**config.mk**
```make
export PLATFORM = sky130hd
export DESIGN_NAME = rc_link_frame_channel_unpacker_core
export DESIGN_NICKNAME = d
export VERILOG_FILES = /design/src/design/rcfu_pkg.sv /design/src/design/rcfu_cfg_regs.sv /design/src/design/rcfu_parser.sv /design/src/design/rcfu_emitter.sv /design/src/design/rc_link_frame_channel_unpacker_core.sv
export SDC_FILE = /design/constraint.sdc
export NUM_CORES = 1
export LEC_CHECK = 0
export ABC_AREA = 1
export BUFFER_PORTS_ARGS = -buffer_cell sky130_fd_sc_hd__buf_2
export CAP_MARGIN = 20
export CORE_MARGIN = 2
export CORE_UTILIZATION = 32
export CTS_BUF_LIST = sky130_fd_sc_hd__clkbuf_8 sky130_fd_sc_hd__clkbuf_16
export DETAILED_ROUTE_END_ITERATION = 8
export PLACE_DENSITY_LB_ADDON = 0.15
export SYNTH_ARGS = -nofsm -noshare
export SYNTH_HDL_FRONTEND = slang
export SYNTH_SLANG_ARGS = --single-unit
```
**constraint.sdc**
```tcl
create_clock -name i_clk -period 12.2 [get_ports i_clk]
set_input_delay 1.83 -clock i_clk [delete_from_list [all_inputs] [get_ports i_clk]]
set_output_delay 1.83 -clock i_clk [all_outputs]
set_load 0.02 [all_outputs]
```
**src/design/rcfu_pkg.sv**
```systemverilog
// Package for the link frame channel unpacker: constants, register indexes
// and the structs passed between the unpacker's modules.
// No dependencies.
package rcfu_pkg;

    localparam int BYTE_W       = 8;
    localparam int CFG_IDX_W    = 2;
    localparam int TOTAL_W      = 9;
    localparam int HEADER_EXTRA = 2;
    localparam int TYPE_POS     = 2;
    localparam int NUM_CHANNELS = 16;
    localparam int CHAN_BITS    = 11;
    localparam int CHAN_IDX_W   = 4;
    localparam int PAYLOAD_BYTES = 22;
    localparam int STORE_BYTES  = PAYLOAD_BYTES + 1;
    localparam int PAYLOAD_W    = PAYLOAD_BYTES * BYTE_W;

    localparam logic [BYTE_W-1:0] SYNC_RESET = 8'hC8;
    localparam logic [BYTE_W-1:0] TYPE_RESET = 8'h16;

    localparam logic [CFG_IDX_W-1:0] CFG_SYNC_VALUE         = 2'd0;
    localparam logic [CFG_IDX_W-1:0] CFG_CHANNEL_FRAME_TYPE = 2'd1;

    localparam logic [CHAN_IDX_W-1:0] LAST_CHANNEL = 4'(NUM_CHANNELS - 1);

    typedef struct packed {
        logic [BYTE_W-1:0] sync_value;
        logic [BYTE_W-1:0] channel_frame_type;
    } t_cfg;

    typedef struct packed {
        logic                 load;
        logic [PAYLOAD_W-1:0] payload;
    } t_frame_load;

endpackage

```
**src/design/rcfu_cfg_regs.sv**
```systemverilog
// Configuration registers of the link frame channel unpacker.
// Depends on rcfu_pkg.
module rcfu_cfg_regs (
    input  logic                            i_clk,
    input  logic                            i_rst_n,
    input  logic                            i_cfg_wr_en,
    input  logic [rcfu_pkg::CFG_IDX_W-1:0]  i_cfg_index,
    input  logic [rcfu_pkg::BYTE_W-1:0]     i_cfg_data,
    output rcfu_pkg::t_cfg                  o_cfg
);
    import rcfu_pkg::*;

    t_cfg r_cfg;
    t_cfg n_cfg;

    always_comb begin
        n_cfg = r_cfg;
        if (i_cfg_wr_en) begin
            case (i_cfg_index)
                CFG_SYNC_VALUE:         n_cfg.sync_value = i_cfg_data;
                CFG_CHANNEL_FRAME_TYPE: n_cfg.channel_frame_type = i_cfg_data;
                default:                n_cfg = r_cfg;
            endcase
        end
    end

    always_ff @(posedge i_clk) begin
        if (!i_rst_n) begin
            r_cfg.sync_value         <= SYNC_RESET;
            r_cfg.channel_frame_type <= TYPE_RESET;
        end else begin
            r_cfg <= n_cfg;
        end
    end

    assign o_cfg = r_cfg;

endmodule

```
**src/design/rcfu_parser.sv**
```systemverilog
// Frame tracker of the link frame channel unpacker: sync hunt, length check,
// type and payload byte store, channel frame detection. Depends on rcfu_pkg.
module rcfu_parser #(
    parameter int BUFFER_BYTES = 64
) (
    input  logic                         i_clk,
    input  logic                         i_rst_n,
    input  logic                         i_accept,
    input  logic [rcfu_pkg::BYTE_W-1:0]  i_rx_byte,
    input  rcfu_pkg::t_cfg               i_cfg,
    output rcfu_pkg::t_frame_load        o_load,
    output logic                         o_last_pending
);
    import rcfu_pkg::*;

    localparam int POS_W = $clog2(BUFFER_BYTES + 1);
    localparam logic [TOTAL_W-1:0] BUF_LIM = TOTAL_W'(BUFFER_BYTES);

    logic [POS_W-1:0]  r_pos;
    logic [POS_W-1:0]  n_pos;
    logic [POS_W-1:0]  r_total;
    logic [POS_W-1:0]  n_total;
    logic [BYTE_W-1:0] r_store [STORE_BYTES];
    logic [BYTE_W-1:0] n_store [STORE_BYTES];
    logic [TOTAL_W-1:0] len_total;
    logic [POS_W-1:0]  pos_inc;
    t_frame_load       load;

    assign len_total = TOTAL_W'(i_rx_byte) + TOTAL_W'(HEADER_EXTRA);
    assign pos_inc   = r_pos + POS_W'(1);

    always_comb begin
        for (int i = 0; i < STORE_BYTES; i++) begin
            n_store[i] = r_store[i];
            if (i_accept && (r_pos == POS_W'(i + TYPE_POS))) begin
                n_store[i] = i_rx_byte;
            end
        end
    end

    always_comb begin
        for (int j = 0; j < PAYLOAD_BYTES; j++) begin
            load.payload[j*BYTE_W +: BYTE_W] = n_store[j + 1];
        end
        n_pos     = r_pos;
        n_total   = r_total;
        load.load = 1'b0;
        if (i_accept) begin
            if (r_pos == '0) begin
                if (i_rx_byte == i_cfg.sync_value) begin
                    n_pos = POS_W'(1);
                end
            end else if (r_pos == POS_W'(1)) begin
                if ((i_rx_byte == '0) || (len_total > BUF_LIM)) begin
                    n_pos = '0;
                end else begin
                    n_pos   = POS_W'(2);
                    n_total = len_total[POS_W-1:0];
                end
            end else if (pos_inc == r_total) begin
                n_pos     = '0;
                load.load = (n_store[0] == i_cfg.channel_frame_type);
            end else begin
                n_pos = pos_inc;
            end
        end
    end

    always_ff @(posedge i_clk) begin
        if (!i_rst_n) begin
            r_pos   <= '0;
            r_total <= '0;
            for (int i = 0; i < STORE_BYTES; i++) begin
                r_store[i] <= '0;
            end
        end else begin
            r_pos   <= n_pos;
            r_total <= n_total;
            for (int i = 0; i < STORE_BYTES; i++) begin
                r_store[i] <= n_store[i];
            end
        end
    end

    assign o_load         = load;
    assign o_last_pending = (r_pos >= POS_W'(2)) && (pos_inc == r_total);

endmodule

```
**src/design/rcfu_emitter.sv**
```systemverilog
// Channel emitter of the link frame channel unpacker: payload shift line and
// output register, one channel per beat. Depends on rcfu_pkg.
module rcfu_emitter (
    input  logic                             i_clk,
    input  logic                             i_rst_n,
    input  rcfu_pkg::t_frame_load            i_load,
    input  logic                             i_stall,
    output logic                             o_busy,
    output logic                             o_valid,
    output logic [rcfu_pkg::CHAN_IDX_W-1:0]  o_channel_index,
    output logic [rcfu_pkg::CHAN_BITS-1:0]   o_channel_value,
    output logic                             o_last_channel
);
    import rcfu_pkg::*;

    logic [PAYLOAD_W-1:0]  r_shift;
    logic [PAYLOAD_W-1:0]  n_shift;
    logic [CHAN_IDX_W-1:0] r_cnt;
    logic [CHAN_IDX_W-1:0] n_cnt;
    logic                  r_busy;
    logic                  n_busy;
    logic                  r_out_valid;
    logic                  n_out_valid;
    logic [CHAN_IDX_W-1:0] r_out_index;
    logic [CHAN_IDX_W-1:0] n_out_index;
    logic [CHAN_BITS-1:0]  r_out_value;
    logic [CHAN_BITS-1:0]  n_out_value;
    logic                  r_out_last;
    logic                  n_out_last;
    logic                  out_free;

    assign out_free = !r_out_valid || !i_stall;

    always_comb begin
        n_shift     = r_shift;
        n_cnt       = r_cnt;
        n_busy      = r_busy;
        n_out_valid = r_out_valid;
        n_out_index = r_out_index;
        n_out_value = r_out_value;
        n_out_last  = r_out_last;
        if (out_free) begin
            if (r_busy) begin
                n_out_valid = 1'b1;
                n_out_index = r_cnt;
                n_out_value = r_shift[CHAN_BITS-1:0];
                n_out_last  = (r_cnt == LAST_CHANNEL);
                n_shift     = r_shift >> CHAN_BITS;
                n_cnt       = r_cnt + CHAN_IDX_W'(1);
                n_busy      = (r_cnt != LAST_CHANNEL);
            end else begin
                n_out_valid = 1'b0;
            end
        end
        if (i_load.load) begin
            n_shift = i_load.payload;
            n_cnt   = '0;
            n_busy  = 1'b1;
        end
    end

    always_ff @(posedge i_clk) begin
        if (!i_rst_n) begin
            r_cnt       <= '0;
            r_busy      <= 1'b0;
            r_out_valid <= 1'b0;
        end else begin
            r_cnt       <= n_cnt;
            r_busy      <= n_busy;
            r_out_valid <= n_out_valid;
        end
    end

    always_ff @(posedge i_clk) begin
        r_shift     <= n_shift;
        r_out_index <= n_out_index;
        r_out_value <= n_out_value;
        r_out_last  <= n_out_last;
    end

    assign o_busy          = r_busy;
    assign o_valid         = r_out_valid;
    assign o_channel_index = r_out_index;
    assign o_channel_value = r_out_value;
    assign o_last_channel  = r_out_last;

endmodule

```
**src/design/rc_link_frame_channel_unpacker_core.sv**
```systemverilog
// Link frame channel unpacker, top level: one received byte per beat in,
// sixteen channel beats out for each completed channel frame.
// Channels pass shift line, output register; one per cycle unless stalled.
// Throughput: one byte per cycle; the last byte of any frame is held off
// until the last channel of the previous channel frame reaches the output.
// Reset: synchronous, active low; clears frame state, byte store, valid.
module rc_link_frame_channel_unpacker_core #(
    parameter int BUFFER_BYTES = 64
) (
    input  logic                             i_clk,
    input  logic                             i_rst_n,
    input  logic                             i_cfg_wr_en,
    input  logic [rcfu_pkg::CFG_IDX_W-1:0]   i_cfg_index,
    input  logic [rcfu_pkg::BYTE_W-1:0]      i_cfg_data,
    input  logic                             i_valid,
    output logic                             o_stall,
    input  logic [rcfu_pkg::BYTE_W-1:0]      i_rx_byte,
    output logic                             o_valid,
    input  logic                             i_stall,
    output logic [rcfu_pkg::CHAN_IDX_W-1:0]  o_channel_index,
    output logic [rcfu_pkg::CHAN_BITS-1:0]   o_channel_value,
    output logic                             o_last_channel
);
    import rcfu_pkg::*;

    t_cfg        cfg;
    t_frame_load load;
    logic        last_pending;
    logic        busy;
    logic        accept;

    assign o_stall = last_pending && busy;
    assign accept  = i_valid && !o_stall;

    rcfu_cfg_regs u_cfg (
        .i_clk       (i_clk),
        .i_rst_n     (i_rst_n),
        .i_cfg_wr_en (i_cfg_wr_en),
        .i_cfg_index (i_cfg_index),
        .i_cfg_data  (i_cfg_data),
        .o_cfg       (cfg)
    );

    rcfu_parser #(
        .BUFFER_BYTES (BUFFER_BYTES)
    ) u_parser (
        .i_clk          (i_clk),
        .i_rst_n        (i_rst_n),
        .i_accept       (accept),
        .i_rx_byte      (i_rx_byte),
        .i_cfg          (cfg),
        .o_load         (load),
        .o_last_pending (last_pending)
    );

    rcfu_emitter u_emitter (
        .i_clk           (i_clk),
        .i_rst_n         (i_rst_n),
        .i_load          (load),
        .i_stall         (i_stall),
        .o_busy          (busy),
        .o_valid         (o_valid),
        .o_channel_index (o_channel_index),
        .o_channel_value (o_channel_value),
        .o_last_channel  (o_last_channel)
    );

endmodule

```
==> results of run 1 <==
==> critical path, cell delays in order, from the launching register on <==
cell and delay, ns:
dfxtp_1 0.43, ha_1 0.38, nand2_1 0.17, nor2_1 0.17, nand3_1 0.11, nand2_1 0.10, nand2_1 0.06, nand2_1 0.07
nor2_2 0.05, nand3_4 0.12, nand2_1 0.11, inv_1 0.46, nand2_1 0.10, nor2_1 0.11, nand2_1 0.06, nor2_1 0.14
nand3_2 0.13, inv_1 0.16, nand2_8 0.36, nand2_4 0.54, buf_4 0.87, buf_4 0.91
==> worst min-delay path by stage <==
stage | from | end | depth (start not counted)
global route | u_emitter.r_shift[8]$_DFFE_PP_ | u_emitter.o_channel_value[8]$_DFFE_PP_ | 0
CTS | u_emitter.r_shift[2]$_DFFE_PP_ | u_emitter.o_channel_value[2]$_DFFE_PP_ | 0
global placement | u_emitter.r_shift[9]$_DFFE_PP_ | u_emitter.o_channel_value[9]$_DFFE_PP_ | 0
detailed placement | u_emitter.r_shift[1]$_DFFE_PP_ | u_emitter.o_channel_value[1]$_DFFE_PP_ | 0
finish | u_emitter.r_shift[2]$_DFFE_PP_ | u_emitter.o_channel_value[2]$_DFFE_PP_ | 0
floorplan | u_emitter.r_shift[0]$_DFFE_PP_ | u_emitter.o_channel_value[0]$_DFFE_PP_ | 0
==> registers in the layout, indices dropped and copies added (netlist names) <==
signal and flops:
u_parser.r_total 7, u_parser.r_pos 7, u_emitter.r_shift 176, u_emitter.o_channel_value 11, u_emitter.o_last_channel 1, u_emitter.o_valid 1, u_parser.r_store 184, u_emitter.o_channel_index 4
u_emitter.o_busy 1, u_cfg.o_cfg 16, u_emitter.r_cnt 4
==> power by group <==
part	total, uW	switching (uW)	internal, uW	leakage [uW]
clock	1360	567	790	0.000812
sequential	1490	22.6	1470	0.00352
combinational	301	218	83.0	0.00574
total	3150	807	2340	0.0101
==> logic make-up (layout without fill, tap and decap cells) <==
group | count (synthesis) | count (layout) | share of synthesized area
buf+inv | 484 | 510 | 0.1113
xor+xnor | 17 | 17 | 0.008366
fa+ha+maj | 6 | 6 | 0.004218
compound gates | 232 | 232 | 0.06805
flops | 412 | 412 | 0.5714
mux | 1 | 1 | 0.0005625
simple gates | 1070 | 1070 | 0.2361
other cells | 0 | 1 | 0
==> final cells by class <==
cell class / count / share of cell area
Sequential cell: 412 / 0.5096
Multi-Input combinational cell: 1326 / 0.2840
Inverter: 372 / 0.07022
Clock buffer: 53 / 0.06420
Tap cell: 748 / 0.04690
Timing Repair Buffer: 48 / 0.01442
Clock inverter: 37 / 0.01053
Antenna cell: 1 / 0.0001254
==> metrics by stage <==
stage	cells	worst slack [ns]	total power (uW)	hold WS, ns
after floorplan	2222	4.704	1743	0.4003
after global placement	2904	5.568	1816	0.4011
after detailed placement	2905	5.566	1821	0.4045
after CTS	2995	6.025	3191	0.4163
after global routing	2996	5.515	3299	0.4218
final	2997	6.128	3151	0.4145
==> synth_stat cells (3+ instances only) <==
master | number | area (sq um)
nand3b_1 | 3 | 22.52
o211ai_1 | 6 | 45.04
nor2_1 | 244 | 915.9
inv_1 | 368 | 1381
xnor2_1 | 10 | 87.58
buf_6 | 15 | 168.9
nand3_1 | 30 | 150.1
dfxtp_1 | 220 | 4404
a31oi_1 | 3 | 18.77
a211oi_1 | 6 | 45.04
nor3_1 | 9 | 45.04
o21ai_0 | 183 | 915.9
buf_2 | 17 | 85.08
nand2_1 | 745 | 2796
ha_1 | 6 | 75.07
xor2_1 | 7 | 61.31
buf_4 | 8 | 60.06
nor2_2 | 5 | 31.28
inv_2 | 3 | 11.26
nand4_1 | 26 | 162.7
clkbuf_1 | 72 | 270.3
a21oi_1 | 27 | 135.1
edfxtp_1 | 192 | 5766
==> layer usage <==
| layer | track usage | vias up |
|---|---|---|
| met5 | 0 | - |
| met1 | 0.2080 | 6151 |
| met3 | 0.02340 | 76 |
| met2 | 0.2665 | 219 |
| met4 | 0.04950 | 0 |
| li1 | - | 6804 |
==> reports/metrics.cfg, run 1 <==
[power_and_ir_drop]
p_leak_uw=0.01007
ir_worst_vdd_mv=0.1131
power_density_nw_per_um2=157.9

[floorplanning]
fp-row-count=86
die_w_microns=239.8
fp.dieH_microns=239.8
dieArea_sq_um=57520
io_pins=41
coreArea_sq_um=55090
start_util=0.3230

[placed_design]
dp_hpwl_mm=25.73
portBuffers=40
dpl_cell_area_sq_um=18440
place_congestion=0.8240

[worst_setup_path]
crit_fanout=90
crit_start=u_parser.r_pos[0]$_SDFFE_PN0P_
rr_worst_depth=21
endpoint=u_emitter.r_shift[15]$_DFFE_PP_
rrSetupSlack_ns=6.13
reg2reg_from=u_parser.r_pos[0]$_SDFFE_PN0P_
cp-end-kind=flop
cp.arrival_ns=6.27
crit_required_ns=12.39
crit_path_start_kind=flop
worstSetupPathType=flop to flop
r2r-end=u_emitter.r_shift[15]$_DFFE_PP_

[global_routing]
grt_overflow=0
grt_usage=0.1579
grt_pass1_wl_mm=70.84
grt_max_degree=112
antenna_found_initial=0
first_global_vias=12762

[cts]
clk_latency_ns=0.57
cts_tree=built
postCtsSetupRepairBufs=0
cts_buffers=48
ctsResizeCount=0
clk_pin_slew_ns=0.06
cts.sinks=412
clock_path_buffers=3
hold_buffers=0
htree_num_levels=2
root_buffer=clkbuf_16

[timing]
fin_crit_sh=0.4977
max_freq_ghz=0.1647
report.final.slew_viol_count=0
finalHoldViolations=0
rsz0062_at_grt=no
worst_slew_pin_slew_ns=1.057
fin_setup_tns_ns=0
slew_headroom=0.2956
finalSetupViolCount=0
period_needed_ns=6.072
fin_skew_ns=0.01146

[layout]
final_area_sq_um=19960
layout_commonest_cell=nand2_1
drive_gt1_frac=0.05560
synthToLayoutAreaGrowth_pct=12.13
finalNetCount=2237
multiInputGateArea_sq_um=5668
final_cell_mix=nand2_1, inv_1, nor2_1, dfxtp_1, edfxtp_1
seqCellArea_sq_um=10170
final_util=0.3622
fillers=5804

[route]
drt-total-wl_mm=44.16
wl_per_cell_microns=14.74
wl_met2_mm=20.64
drtIter0Drc=855
detailroute.via_count=13250
first_pass_iters=5
wl_met1_mm=20.85
via_per_inst=4.421
dr_wl_met3_mm=1.547
top_layer=met4
drtAntennaViolNets=0
drc=0

[hold_path]
min-delay-path-class=flop to flop

[run_status]
status=completed

[synthesis]
synth_top_flop_cell=dfxtp_1
ys_seq_area_frac=0.5714
ys_types=36
synth-edff-count=192
syn_avg_cell_area_sq_um=8.009
ys_ff_latch=412
netlist_instances=2222
async_flop_share=0
synthesis.nets=2251
yosys_warnings=0
netlist_area_sq_um=17800

[job]
cap_violations=0

(Power assumes the default switching activity.)
==> run 2, diff against run 1 <==
Settings changed: ABC_AREA 1 to 0.
Clock period 12.2 ns to 5.8 ns, I/O delays scaled along.
==> reports/metrics.cfg, run 2 <==
[run_status]
status=completed

[cts]
clock_path_buffers=3
cts.sinks=412
postCtsSetupRepairBufs=0
htree_num_levels=2
hold_buffers=0
root_buffer=clkbuf_16
cts_buffers=48
clk_pin_slew_ns=0.06
clk_latency_ns=0.60
ctsResizeCount=0
cts_tree=built

[worst_setup_path]
cp_top_family=simple AND/OR/NAND/NOR gates
crit_required_ns=6.05
path_cells=ha_1 > nand3_1 > or3_1 > a22o_1 > nor3_1 > o2111ai_1 > a221oi_4 > or2_4 > buf_4
crit_path_start_kind=flop
cp.arrival_ns=4.89
critical-path-max-stage-delay_ns=0.62
cp-end-kind=flop
worstSetupPathType=flop to flop
crit_fanout=26
cp_slowest_cell=a221oi_4
path_buf_inv=1

[timing]
fin_skew_ns=0.03136
period_needed_ns=4.639
finalSetupViolCount=0
max_freq_ghz=0.2156
rsz0062_at_grt=no
fin_setup_tns_ns=0
finalHoldViolations=0
slew_headroom=0.2757
report.final.slew_viol_count=0
whs_ns=0.4215
fin_crit_sh=0.7998
worst_slew_pin_slew_ns=1.081

[synthesis]
synth-edff-count=192
async_flop_share=0
yosys_warnings=0
ys_seq_area_frac=0.5862
yosys-top-cells-count=mux2_2, dfxtp_1, edfxtp_1
yosys.area.top_type=edfxtp_1
synth.area.top_cells=edfxtp_1, dfxtp_1, mux2_2
syn_avg_cell_area_sq_um=13.13
ys_ff_latch=412
yosysMostFrequentCell=mux2_2
netlist_area_sq_um=17350
ys_types=60
synth_top_area_share=0.3323
netlist_instances=1321
synth_top_flop_cell=dfxtp_1
synthesis.nets=1350

[layout]
finalNetCount=1375
final_cell_mix=mux2_2, dfxtp_1, edfxtp_1, and2_1, mux2_1
top_register=u_parser.r_store
fillers=5131
final_area_sq_um=19800
largest_reg_flops=184
drive_gt1_frac=0.2749
n_antenna_cell=0
synthToLayoutAreaGrowth_pct=14.11
layout_commonest_cell=mux2_2

[job]
cap_violations=0

[route]
wl_per_cell_microns=19.30
detailroute.via_count=9980
drc=0
drtIter0Drc=620
first_pass_iters=6
via_per_inst=4.793
drtAntennaViolNets=0
drt-total-wl_mm=40.18

[global_routing]
antenna_found_initial=0
first_global_vias=10057
grt_pass1_wl_mm=62.11
grt_max_degree=84
grt_usage=0.1449
grt_overflow=0

[floorplanning]
start_util=0.3230
fp-row-count=85
io_pins=41
dieArea_sq_um=56100
fp.dieH_microns=236.8
die_w_microns=236.8
coreArea_sq_um=53710

[hold_path]
min-delay-path-class=flop to flop

[placed_design]
portBuffers=40
dpl_cell_area_sq_um=18270
dp_hpwl_mm=22.60
place_congestion=0.7811

[power_and_ir_drop]
ir_worst_vdd_mv=0.1994
power_density_nw_per_um2=308.0
p_leak_uw=0.007551

-- run 2: cell count changes after synthesis, sizes merged, moves of 9 or more --
cell	change
nand4	-16
mux2	+330
xor2	+16
and2	+167
buf	-16
nand3	-13
clkbuf	-9
o21ai	-173
nor2	-194
mux2i	+29
inv	-357
nand2	-709
-- run 2: area by class of cell --
type,count,area [sq um],area share
Clock inverter,36,244.0,0.01232
Clock buffer,54,1284,0.06485
Sequential cell,412,10170,0.5137
Inverter,14,52.55,0.002655
Timing Repair Buffer,62,430.4,0.02174
Tap cell,696,870.8,0.04399
Multi-Input combinational cell,808,6745,0.3407
-- run 2: worst paths after layout --
kind	endpoint	depth (start not counted)	slack [ns]	from
worst max-delay path	u_emitter.r_shift[58]$_DFFE_PP_	9	1.16	u_parser.r_pos[0]$_SDFFE_PN0P_
worst min-delay path	u_emitter.o_channel_value[0]$_DFFE_PP_	0	0.42	u_emitter.r_shift[0]$_DFFE_PP_
worst max register to register	u_emitter.r_shift[58]$_DFFE_PP_	9	1.16	u_parser.r_pos[0]$_SDFFE_PN0P_
worst min register to register	u_emitter.o_channel_value[0]$_DFFE_PP_	0	0.42	u_emitter.r_shift[0]$_DFFE_PP_
-- run 2: kinds of logic after synthesis --
family                   synth area share
XOR/XNOR                          0.01514
multiplexers                       0.2315
buffers and inverters             0.02531
flip-flops                         0.5862
adder cells (fa/ha/maj)          0.004327
AO/OA/AOI/OAI                     0.02777
AND/OR/NAND/NOR                    0.1098
-- run 2: metal layers --
metal,GRT usage,routed length (microns)
met3,0.02926,1512
met4,0.03567,753
met2,0.2375,18760
met5,0,0
met1,0.1961,19150
-- run 2: per-stage QoR --
stage | util | std cells | power, uW | setup WS, ns
floorplan | - | 1321 | 3194 | 0.2466
global placement | 0.3402 | 1992 | 3277 | 0.9781
detailed placement | 0.3402 | 1992 | 3277 | 1.030
CTS | 0.3686 | 2082 | 6209 | 1.196
global route | 0.3686 | 2082 | 6335 | 0.8895
finish | 0.3686 | 2082 | 6098 | 1.161
-- run 2: worst register-to-register path, cell delays in order, from the launching register on --
cell and delay [ns]:
dfxtp_1 0.51, ha_1 0.53, nand3_1 0.29, or3_1 0.42, a22o_1 0.30, nor3_1 0.41
o2111ai_1 0.26, a221oi_4 0.62, or2_4 0.56, buf_4 0.40
-- run 2: where the power goes --
part           switching, uW  internal [uW]
Combinational            132           47.1
Sequential              9.59           3020
Clock                   1250           1640
Total                   1390           4710
==> run 3, diff against run 2 <==
Clock period 5.8 ns to 4.1 ns, I/O delays scaled along.
==> reports/metrics.cfg, run 3 (synthesis gave the netlist of run 2 again) <==
[run_status]
status=completed

[timing]
worst_slew_pin_slew_ns=0.9387
finalSetupViolCount=0
fin_crit_sh=0.9298
slew_headroom=0.3719
period_needed_ns=3.812
worst_slack_ns=0.2876
report.final.slew_viol_count=0
max_freq_ghz=0.2623
rsz0062_at_grt=no
fin_setup_tns_ns=0
finalHoldViolations=0
fin_skew_ns=0.04488

[global_routing]
antenna_found_initial=0
grt_pass1_wl_mm=62.29
grt_max_degree=173
first_global_vias=10114
grt_overflow=0
grt_usage=0.1455

[hold_path]
min-delay-path-class=primary input to flop

[worst_setup_path]
worstSetupPathType=flop to flop
crit_path_start_kind=flop
path_cells=or3_1 > o41ai_2 > or3b_4 > o31a_1 > nand4_1 > a221oi_4 > buf_12 > buf_4 > mux2_2
cp-end-kind=flop
critical-path-max-stage-delay_ns=0.55
cp.arrival_ns=4.15
crit_fanout=31
rrSetupSlack_ns=0.29
cp_slowest_cell=or3_1
crit_required_ns=4.43

[cts]
postCtsSetupRepairBufs=0
cts_tree=built
clk_latency_ns=0.60
root_buffer=clkbuf_16
ctsResizeCount=0
htree_num_levels=2
cts_buffers=48
cts.sinks=412
clk_pin_slew_ns=0.06
clock_path_buffers=3
hold_buffers=0

[layout]
synthToLayoutAreaGrowth_pct=16.36
fillers=5150
instances_no_fill=2112
multiInputGateArea_sq_um=6782
n_antenna_cell=0
seqCellArea_sq_um=10170
top_register=u_parser.r_store
final_cell_mix=mux2_2, dfxtp_1, edfxtp_1, and2_1, mux2_1
final_util=0.3759
largest_reg_flops=184
layout_commonest_cell=mux2_2
drive_gt1_frac=0.2924
finalNetCount=1405

[floorplanning]
start_util=0.3230
dieArea_sq_um=56100
fp-row-count=85
coreArea_sq_um=53710
die_w_microns=236.8
fp.dieH_microns=236.8
io_pins=41

[route]
wl_per_cell_microns=19.27
drc=0
first_pass_iters=5
drtIter0Drc=545
drt-total-wl_mm=40.70
via_per_inst=4.786
drtAntennaViolNets=0
detailroute.via_count=10109

[power_and_ir_drop]
power_density_nw_per_um2=436.7
power_uw=8817
p_leak_uw=0.007757
ir_worst_vdd_mv=0.2836

[placed_design]
portBuffers=40
dp_cells=2022
dp_hpwl_mm=23.37
place_congestion=0.8216
pre_cts_slack_ns=0.3153

[job]
cap_violations=0

## run 3: cell count changes in the layout (fill, tap and decap cells not counted), moves of 2 or more
cell / change
bufinv_16: +3
clkinv_2: -7
inv_6: -2
clkbuf_8: +2
buf_12: +3
buf_4: +27
dfxtp_1: -2
inv_1: +4
## run 3: cell type report
class / instances / share of cell area
clock buffer: 56 / 0.06496
clock inverter: 34 / 0.01500
inverter: 14 / 0.002603
multi-input combinational: 808 / 0.3359
sequential: 412 / 0.5040
tap: 696 / 0.04314
timing repair buffer: 92 / 0.03434
## run 3: path summary, 6_finish.rpt
| kind | cells after the start | from | end |
|---|---|---|---|
| worst max-delay path | 9 | u_parser.r_pos[5]$_SDFFE_PN0P_ | u_emitter.r_shift[69]$_DFFE_PP_ |
| worst min-delay path | 3 | i_cfg_data[1] | u_cfg.o_cfg[1]$_SDFFE_PN1P_ |
| worst max register to register | 9 | u_parser.r_pos[5]$_SDFFE_PN0P_ | u_emitter.r_shift[69]$_DFFE_PP_ |
| worst min register to register | 0 | u_emitter.r_shift[6]$_DFFE_PP_ | u_emitter.o_channel_value[6]$_DFFE_PP_ |
## run 3: through the flow
stage / instance area, sq um / hold WS (ns)
6_report: 20190 / 0.2575
5_1_grt: 20190 / 0.2641
4_1_cts: 20190 / 0.2235
3_5_place_dp: 18570 / 0.4061
3_3_place_gp: 18570 / 0.4091
2_1_floorplan: 17430 / 0.4003
## run 3: critical path, delay by kind of cell (launching register included)
| family | cells | cell delay [ns] |
|---|---|---|
| muxes | 1 | 0.39 |
| AOI/OAI and AO/OA | 3 | 1.10 |
| DFF | 1 | 0.41 |
| buffers and inverters | 2 | 0.64 |
| and+or+nand+nor | 3 | 0.99 |
## run 3: metal layers
metal	part of all wire	track usage	up-vias	routed length [microns]
met4	0.021	0.04162	0	871
met5	0	0	-	0
li1	-	-	4828	-
met1	0.47	0.1908	5102	18990
met2	0.48	0.2470	126	19490
met3	0.033	0.02460	53	1351
## run 3: where the power goes
group          internal (uW)  leakage [uW]  switching, uW  total, uW
combinational           71.2       0.00331            188        259
sequential              4280       0.00358           12.8       4290
clock                   2540      0.000865           1730       4270
total                   6890       0.00776           1930       8820
